File: config.mk
export PLATFORM = sky130hd
export DESIGN_NAME = pcxrle_ctrl
export DESIGN_NICKNAME = d
export VERILOG_FILES = /design/src/hdl/pcxrle_pkg.sv /design/src/hdl/pcxrle_ctrl.sv
export SDC_FILE = /design/constraint.sdc
export NUM_CORES = 1
export LEC_CHECK = 0
export BUFFER_PORTS_ARGS = -buffer_cell sky130_fd_sc_hd__buf_2
export CAP_MARGIN = 20
export CORE_AREA = 10 10 47 49
export DETAILED_ROUTE_END_ITERATION = 6
export DIE_AREA = 0 0 57 59
export PLACE_DENSITY_LB_ADDON = 0.2
export SLEW_MARGIN = 10
export SYNTH_ARGS = -nofsm -noshare
export SYNTH_HDL_FRONTEND = slang
export SYNTH_SLANG_ARGS = --single-unit
File: constraint.sdc
create_clock -name aclk -period 1.4 [get_ports aclk]
set_clock_uncertainty 0.05 [all_clocks]
set_input_delay 0.21 -clock aclk [delete_from_list [all_inputs] [get_ports aclk]]
set_output_delay 0.21 -clock aclk [all_outputs]
set_load 0.01 [all_outputs]
File: src/hdl/pcxrle_pkg.sv
`timescale 1ns / 1ps

package pcxrle_pkg;

    localparam int PALETTE_DEPTH = 256;
    localparam int DIM_BITS      = 16;
    localparam int PAL_AW        = (PALETTE_DEPTH > 1) ? $clog2(PALETTE_DEPTH) : 1;
    localparam int RUN_W         = 6;
    localparam int CFG_W         = DIM_BITS + 1;
    localparam int IN_DATA_W     = 40;
    localparam int OUT_DATA_W    = 40;

    localparam logic [8:0] PAL_DEPTH_W  = 9'(PALETTE_DEPTH);
    localparam logic [7:0] MARK_BITS    = 8'hC0;
    localparam logic [7:0] COUNT_BITS   = 8'h3F;
    localparam logic [7:0] ALPHA_OPAQUE = 8'd255;
    localparam logic [7:0] ALPHA_CLEAR  = 8'd0;

    localparam logic OP_IMAGE   = 1'b0;
    localparam logic OP_PALETTE = 1'b1;

    localparam logic [1:0] CFG_IMAGE_WIDTH  = 2'd0;
    localparam logic [1:0] CFG_IMAGE_HEIGHT = 2'd1;
    localparam logic [1:0] CFG_LINE_STRIDE  = 2'd2;
    localparam logic [1:0] CFG_TRANSPARENT  = 2'd3;

    typedef enum logic [1:0] {
        ST_IDLE,
        ST_RUN,
        ST_FIN
    } pcxrle_state_t;

    typedef struct packed {
        logic pal_we;       // palette entry write from the input item
        logic place_en;     // place one decoded index
        logic sel_run;      // index comes from the held run value
        logic status_en;    // issue short-stream status result
        logic clear_pos;    // return position and run state to reset
        logic set_pending;  // latch a run marker
        logic clr_pending;  // drop the pending marker
        logic load_run;     // start draining a run
        logic dec_run;      // one run pixel done
    } pcxrle_cmd_t;

    typedef struct packed {
        logic issue_ok;     // lookup stage can take a new result
        logic full;         // image complete
        logic pending;      // run marker waiting for its value byte
        logic len_zero;     // pending run has count zero
        logic marker;       // input byte has both top bits set
        logic run_last;     // last pixel of the run being drained
    } pcxrle_stat_t;

endpackage

File: src/hdl/pcxrle_ctrl.sv
`timescale 1ns / 1ps

module pcxrle_ctrl
    import pcxrle_pkg::*;
(
    input  logic         aclk,
    input  logic         aresetn,
    input  logic         s_axis_tvalid,
    output logic         s_axis_tready,
    input  logic         s_axis_tlast,
    input  logic         s_axis_tuser,
    input  pcxrle_stat_t stat,
    output pcxrle_cmd_t  cmd
);

    pcxrle_state_t state_reg, state_next;
    logic          fin_reg, fin_next;
    logic          accept;

    always_ff @(posedge aclk) begin
        if (!aresetn) begin
            state_reg <= ST_IDLE;
            fin_reg   <= 1'b0;
        end else begin
            state_reg <= state_next;
            fin_reg   <= fin_next;
        end
    end

    always_comb begin
        state_next    = state_reg;
        fin_next      = fin_reg;
        cmd           = '0;
        s_axis_tready = 1'b0;
        accept        = 1'b0;
        unique case (state_reg)
            ST_IDLE: begin
                s_axis_tready = stat.issue_ok;
                accept        = s_axis_tvalid && stat.issue_ok;
                if (accept) begin
                    if (s_axis_tuser == OP_PALETTE) begin
                        cmd.pal_we = 1'b1;
                    end else begin
                        if (!stat.full) begin
                            if (stat.pending) begin
                                cmd.clr_pending = 1'b1;
                                if (!stat.len_zero) begin
                                    cmd.load_run = 1'b1;
                                    fin_next     = s_axis_tlast;
                                    state_next   = ST_RUN;
                                end else if (s_axis_tlast) begin
                                    state_next = ST_FIN;
                                end
                            end else if (stat.marker && !s_axis_tlast) begin
                                cmd.set_pending = 1'b1;
                            end else begin
                                cmd.place_en = 1'b1;
                                if (s_axis_tlast) begin
                                    state_next = ST_FIN;
                                end
                            end
                        end else if (s_axis_tlast) begin
                            state_next = ST_FIN;
                        end
                    end
                end
            end
            ST_RUN: begin
                if (stat.issue_ok) begin
                    cmd.place_en = 1'b1;
                    cmd.sel_run  = 1'b1;
                    cmd.dec_run  = 1'b1;
                    if (stat.run_last) begin
                        state_next = fin_reg ? ST_FIN : ST_IDLE;
                    end
                end
            end
            ST_FIN: begin
                if (stat.issue_ok) begin
                    cmd.status_en = !stat.full;
                    cmd.clear_pos = 1'b1;
                    fin_next      = 1'b0;
                    state_next    = ST_IDLE;
                end
            end
            default: begin
                state_next = ST_IDLE;
            end
        endcase
    end

endmodule

==> results of run 1 <==
[kinds of logic (layout without fill, tap and decap cells)]
group                  after synthesis  in the layout  share of synthesized area, %
multiplexers                         2              2                          6.90
AO/OA/AOI/OAI                       10             10                          20.7
AND/OR/NAND/NOR                     21             21                          42.7
flip-flops                           3              3                          20.7
buffers and inverters                5             31                          9.05
[metal layers]
layer  share of wire (%)  vias up  track usage (%)
met5                   0        -                0
met4                   0        0             4.03
met3                 8.9        0             3.22
met2                  53       12             11.3
met1                  38      174             6.19
li1                    -      202                -
[power breakdown]
group	internal (mW)	total, mW	switching [mW]
clock	0.107	0.150	0.0430
sequential	0.0849	0.0873	0.00244
combinational	0.0362	0.0719	0.0357
[final cells by class]
class / count / area [um^2] / area share [%]
clock buffer: 4 / 26.3 / 4.96
inverter: 2 / 7.51 / 1.42
multi-input combinational: 33 / 241 / 45.6
sequential: 3 / 67.6 / 12.8
tap: 16 / 20.0 / 3.78
timing repair buffer: 25 / 166 / 31.4
[metrics by stage]
stage | instances | util (%) | hold slack (ns) | cell area (um^2) | setup slack, ns
finish | 83 | 37.8 | 0.182 | 529 | -0.0899
global route | 83 | 37.8 | 0.183 | 529 | -0.231
CTS | 82 | 35.2 | 0.175 | 493 | -0.113
detailed placement | 78 | 31.0 | 0.423 | 434 | 0.0125
global placement | 78 | 31.0 | 0.432 | 434 | 0.0725
floorplan | 41 | - | 0.278 | 290 | 0.0829
[cell usage after synthesis]
cell / instances
sky130_fd_sc_hd__nor2b_1: 1
sky130_fd_sc_hd__o21ai_1: 1
sky130_fd_sc_hd__and4_1: 1
sky130_fd_sc_hd__nor2_1: 6
sky130_fd_sc_hd__nor3b_1: 1
sky130_fd_sc_hd__a21o_1: 1
sky130_fd_sc_hd__nand2_1: 2
sky130_fd_sc_hd__clkbuf_1: 1
sky130_fd_sc_hd__and4b_1: 1
sky130_fd_sc_hd__dfxtp_1: 3
sky130_fd_sc_hd__inv_1: 2
sky130_fd_sc_hd__o31ai_1: 1
sky130_fd_sc_hd__o21ai_0: 1
sky130_fd_sc_hd__mux2i_1: 2
sky130_fd_sc_hd__a21oi_1: 4
sky130_fd_sc_hd__nand2b_1: 2
sky130_fd_sc_hd__and4bb_2: 1
sky130_fd_sc_hd__or4b_1: 1
sky130_fd_sc_hd__buf_4: 2
sky130_fd_sc_hd__nor3_1: 4
sky130_fd_sc_hd__nand4_1: 1
sky130_fd_sc_hd__o21a_1: 2
[layout by cell type, fill, tap and decap left out]
master and instances:
sky130_fd_sc_hd__buf_12 1, sky130_fd_sc_hd__clkbuf_4 3, sky130_fd_sc_hd__nand4_1 1, sky130_fd_sc_hd__nor2b_1 1, sky130_fd_sc_hd__mux2i_1 2, sky130_fd_sc_hd__inv_1 2, sky130_fd_sc_hd__nor3_1 1, sky130_fd_sc_hd__o31ai_1 1
sky130_fd_sc_hd__buf_6 3, sky130_fd_sc_hd__nand2_1 2, sky130_fd_sc_hd__o21ai_0 1, sky130_fd_sc_hd__nor3b_1 1, sky130_fd_sc_hd__or4b_1 1, sky130_fd_sc_hd__clkbuf_1 1, sky130_fd_sc_hd__nand2b_1 1, sky130_fd_sc_hd__o21a_1 2
sky130_fd_sc_hd__nor2_4 2, sky130_fd_sc_hd__dfxtp_4 2, sky130_fd_sc_hd__and4bb_2 1, sky130_fd_sc_hd__and4b_1 1, sky130_fd_sc_hd__a21oi_1 4, sky130_fd_sc_hd__buf_2 18, sky130_fd_sc_hd__nor3_2 3, sky130_fd_sc_hd__nor2_1 4
sky130_fd_sc_hd__a21o_1 1, sky130_fd_sc_hd__and4_1 1, sky130_fd_sc_hd__dfxtp_1 1, sky130_fd_sc_hd__o21ai_1 1, sky130_fd_sc_hd__buf_4 3, sky130_fd_sc_hd__nand2b_4 1
[timing repair]
action / CTS / global route
buffers inserted: 0 / 1
cloned: 0 / 0
hold buffers: 0 / 0
resized for setup: 9 / 6
endpoints found under the setup margin: 6 / 8
pin swaps: 5 / 7
[worst reg2reg max path, cell delays in order, from the launching register on]
cell                       delay [ns]
sky130_fd_sc_hd__dfxtp_4         0.35
sky130_fd_sc_hd__buf_4           0.14
sky130_fd_sc_hd__and4bb_2        0.30
sky130_fd_sc_hd__o31ai_1         0.08
sky130_fd_sc_hd__o21ai_1         0.10
sky130_fd_sc_hd__mux2i_1         0.19
[worst paths after layout]
path | start | endpoint | slack [ns] | depth (start not counted)
hold / removal | aresetn | fin_reg$_SDFFE_PN0P_ | 0.18 | 2
setup / recovery | state_reg[0]$_SDFFE_PN0P_ | cmd[7] | -0.09 | 6
hold reg to reg | fin_reg$_SDFFE_PN0P_ | fin_reg$_SDFFE_PN0P_ | 0.57 | 3
setup reg to reg | state_reg[0]$_SDFFE_PN0P_ | state_reg[1]$_SDFFE_PN0P_ | 0.11 | 5
==> qor.yml, run 1 <==
cts-htree-levels: 1
synth_top_cell_by_area: "sky130_fd_sc_hd__dfxtp_1"
grt_pass1_wl_mm: 1.79
synth_largest_type_area_fraction_pct: 20.7
class_of_the_most_critical_setup_path: "flop to output pin"
drt_drc_violations_left: 0
run_status: "finished, violations left"
timing.fmax_mhz: 671
floorplan.initialDensity_pct: 20.7
diodes: 0
clkTransAtPathRegs_ns: 0.04
slew_viol_final: 0
synthesis.nets: 52
global_route.usage.total_pct: 6.57
report.final.setup_viol: 4
first_iter_violations: 0
postSynthRegisterBits: 3
leakage_nw: 0.258
rows: 14
tns_ns: -0.223
critPathBufInv: 3
crit_required_ns: 1.14
finalWeightedCongestion: 0.727
cts_root_buffer: "sky130_fd_sc_hd__clkbuf_4"
final_worst_setup_slack_ns: -0.0899
port-buffer-count: 20
post-route-period-util_pct: 106
post_drt_via_cell_ratio: 4.67
dp_hpwl_um: 880
grt_start_max_net_pins: 9
placeable_core_area_mm2: 0.00140
postSynthAreaPerCell_um2: 7.08
power.total_uw: 309
max_cap_violations: 0
tritoncts_clock_tree: "built"
post_synth_main_area_contributors: "sky130_fd_sc_hd__dfxtp_1 (21%), sky130_fd_sc_hd__nor2_1 (7.8%), sky130_fd_sc_hd__a21oi_1 (6.9%)"
irDropWorstVdd_uv: 333
antenna_found_initial: 0
die_h_um: 59
critPathLaunchType: "flop"
critPathTopFamily: "buffers and inverters"
timing_hold_violations_final: 0
endpoint_kind: "output pin"
detail_route.wirelength_mm: 1.03
post_synth_num_cell_types: 22
critical-path-slowest-cell: "sky130_fd_sc_hd__dfxtp_4"
crit_path_arrival_time_ns: 1.23
mappedNetlistArea_um2: 290
failing_checks: "setup timing"
crit_path_max_fanout: 4
path_cells: "buf_4 > buf_6 > nand2b_4 > nor2_4 > a21o_1 > buf_2"
grt_setup_unrepaired: "yes"
cts_num_sinks: 3
drive_above_1_share_pct: 55.2
insertion_delay_ns: 0.23
worst_path_largest_cell_delay_ns: 0.35
synth_warnings: 0
synth-seq-area-share_pct: 20.7
postRouteAntennaNets: 0
grt.overflow.total: 0
relSlewSlack_pct: 77.7
postSynthCellCount: 41
num-fill-cells: 168
dr_total_vias: 388
pin_count: 21
wl_per_cell_um: 12.4
chipWidth_um: 57
cts-root-to-sink-buffers: 2
power_density_mw_per_mm2: 584
first_pass_detailed_route_iteration_total: 1
finalCriticalPeriod_ns: 1.49
design.final.nets: 79
tritoncts.num_buffers: 3
class_of_the_most_critical_hold_timing_path: "input port to flop"
die-area_mm2: 0.00336
first_global_vias: 419
area_growth_pct: 82.3
largest_register_ff_count: 2
worst-slew-pin-transition_ns: 0.334
Note: power is estimated with default switching activity, not from simulation.
==> run 2, diff against run 1 <==
--- a/config.mk
+++ b/config.mk
@@ -10,7 +10,8 @@
 export CORE_AREA = 10 10 47 49
 export DETAILED_ROUTE_END_ITERATION = 6
 export DIE_AREA = 0 0 57 59
-export PLACE_DENSITY_LB_ADDON = 0.2
+export PLACE_DENSITY = 0.51
+export SETUP_SLACK_MARGIN = 0.4
 export SLEW_MARGIN = 10
 export SYNTH_ARGS = -nofsm -noshare
 export SYNTH_HDL_FRONTEND = slang
==> constraint.sdc (replaced) <==
create_clock -name aclk -period 1.4 [get_ports aclk]
set_clock_uncertainty 0.05 [all_clocks]
set_input_delay 0.14 -clock aclk [delete_from_list [all_inputs] [get_ports aclk]]
set_output_delay 0.14 -clock aclk [all_outputs]
set_load 0.01 [all_outputs]
==> qor.yml, run 2 (same netlist as run 1, synthesis figures left out) <==
first_pass_detailed_route_iteration_total: 4
global_route.usage.total_pct: 6.52
cts_num_sinks: 3
place.detailed.instances: 75
final_core_util_pct: 38.3
insertion_delay_ns: 0.24
failing_checks: "setup timing"
leakage_nw: 0.260
diodes: 0
design.final.nets: 80
relSlewSlack_pct: 79.2
tritoncts.num_buffers: 3
antenna_found_initial: 0
die-area_mm2: 0.00336
slew_viol_final: 0
power_density_mw_per_mm2: 585
swShare_pct: 27.8
postRouteAntennaNets: 0
report.final.setup_viol: 1
die_h_um: 59
power.total_uw: 314
final_worst_setup_slack_ns: -0.0315
fin_cells: 84
grt_setup_unrepaired: "yes"
hold_buffers: 0
worst-slew-pin-transition_ns: 0.311
grt_start_max_net_pins: 9
clkTransAtPathRegs_ns: 0.03
tritoncts_clock_tree: "built"
post_drt_via_cell_ratio: 4.74
clockPowerShare_pct: 49.3
max_cap_violations: 0
class_of_the_most_critical_setup_path: "flop to output pin"
grt.overflow.total: 0
fin_hold_ws_ns: 0.107
grt_pass1_wl_mm: 1.76
crit_path_max_fanout: 4
area_growth_pct: 84.9
timing_hold_violations_final: 0
drive_above_1_share_pct: 57.4
most_frequent_cells_in_the_layout: "sky130_fd_sc_hd__buf_2 (18), sky130_fd_sc_hd__a21oi_1 (4), sky130_fd_sc_hd__buf_6 (4), sky130_fd_sc_hd__buf_4 (4)"
crit_path_arrival_time_ns: 1.24
chipWidth_um: 57
wl_per_cell_um: 13.2
cts-htree-levels: 1
timing.fmax_mhz: 699
run_status: "finished, violations left"
comb_power_share_pct: 22.9
post-route-period-util_pct: 102
finalWeightedCongestion: 0.792
pin_count: 21
cts_root_buffer: "sky130_fd_sc_hd__clkbuf_4"
layout.cells.most_common: "sky130_fd_sc_hd__buf_2"
rows: 14
power.net_switching_uw: 87.4
critPathLaunchType: "flop"
placeable_core_area_mm2: 0.00140
first_global_vias: 408
seqPwrFrac_pct: 27.8
finalCriticalPeriod_ns: 1.43
crit_required_ns: 1.21
dr_total_vias: 398
detail_route.wirelength_mm: 1.11
p_int_uw: 226
floorplan.initialDensity_pct: 20.7
endpoint_kind: "output pin"
largest_register_ff_count: 2
first_iter_violations: 14
class_of_the_most_critical_hold_timing_path: "input port to flop"
tns_ns: -0.0315
drt_drc_violations_left: 0
port-buffer-count: 20
cts-root-to-sink-buffers: 2
irDropWorstVdd_uv: 334
[run 2: timing repair]
action,CTS,global route
setup buffers,3,2
setup endpoints to repair,13,13
resized for setup,7,8
pin swaps,5,4
[run 2: final cells by class]
type,count,area (um^2)
sequential,3,67.6
fill,165,865
multi-input combinational,33,250
tap,16,20.0
clock buffer,4,26.3
timing repair buffer,26,165
inverter,2,7.51
[run 2: per-stage QoR]
step                      instance area (um^2)  setup slack (ns)
after global placement                     414            0.0777
after detailed placement                   414             0.104
final                                      537           -0.0315
after floorplan                            319             0.197
after global routing                       537            -0.133
after CTS                                  480           -0.0146
[run 2: worst paths after layout]
| path | start | endpoint | slack [ns] | cells after the start |
|---|---|---|---|---|
| min reg2reg | fin_reg$_SDFFE_PN0P_ | state_reg[1]$_SDFFE_PN0P_ | 0.58 | 3 |
| max reg2reg | state_reg[0]$_SDFFE_PN0P_ | state_reg[1]$_SDFFE_PN0P_ | 0.10 | 4 |
| min | aresetn | fin_reg$_SDFFE_PN0P_ | 0.11 | 2 |
| max | state_reg[0]$_SDFFE_PN0P_ | cmd[7] | -0.03 | 6 |
[run 2: power groups by stage]
| stage | combinational, mW | clock, mW | sequential, mW |
|---|---|---|---|
| detailed placement | 0.0588 | 0 | 0.0924 |
| CTS | 0.0656 | 0.156 | 0.0870 |
| finish | 0.0718 | 0.155 | 0.0872 |
| floorplan | 0.0327 | 0 | 0.0894 |
| global placement | 0.0598 | 0 | 0.0923 |
| global route | 0.0790 | 0.175 | 0.0873 |
[run 2: layer usage]
layer  vias to the layer above  track usage, %  wire length, um
li1                        200               -                -
met1                       186            5.68              391
met2                         8            11.8              642
met3                         4            3.86               64
met4                         0            3.02               13
met5                         -               0                0
[run 2: critical path: stages, from the launching register on]
cell and delay (ns):
sky130_fd_sc_hd__dfxtp_4 0.36, sky130_fd_sc_hd__buf_4 0.11, sky130_fd_sc_hd__buf_6 0.11, sky130_fd_sc_hd__nand2b_4 0.06
sky130_fd_sc_hd__nor2_4 0.15, sky130_fd_sc_hd__a21o_1 0.10, sky130_fd_sc_hd__buf_2 0.12
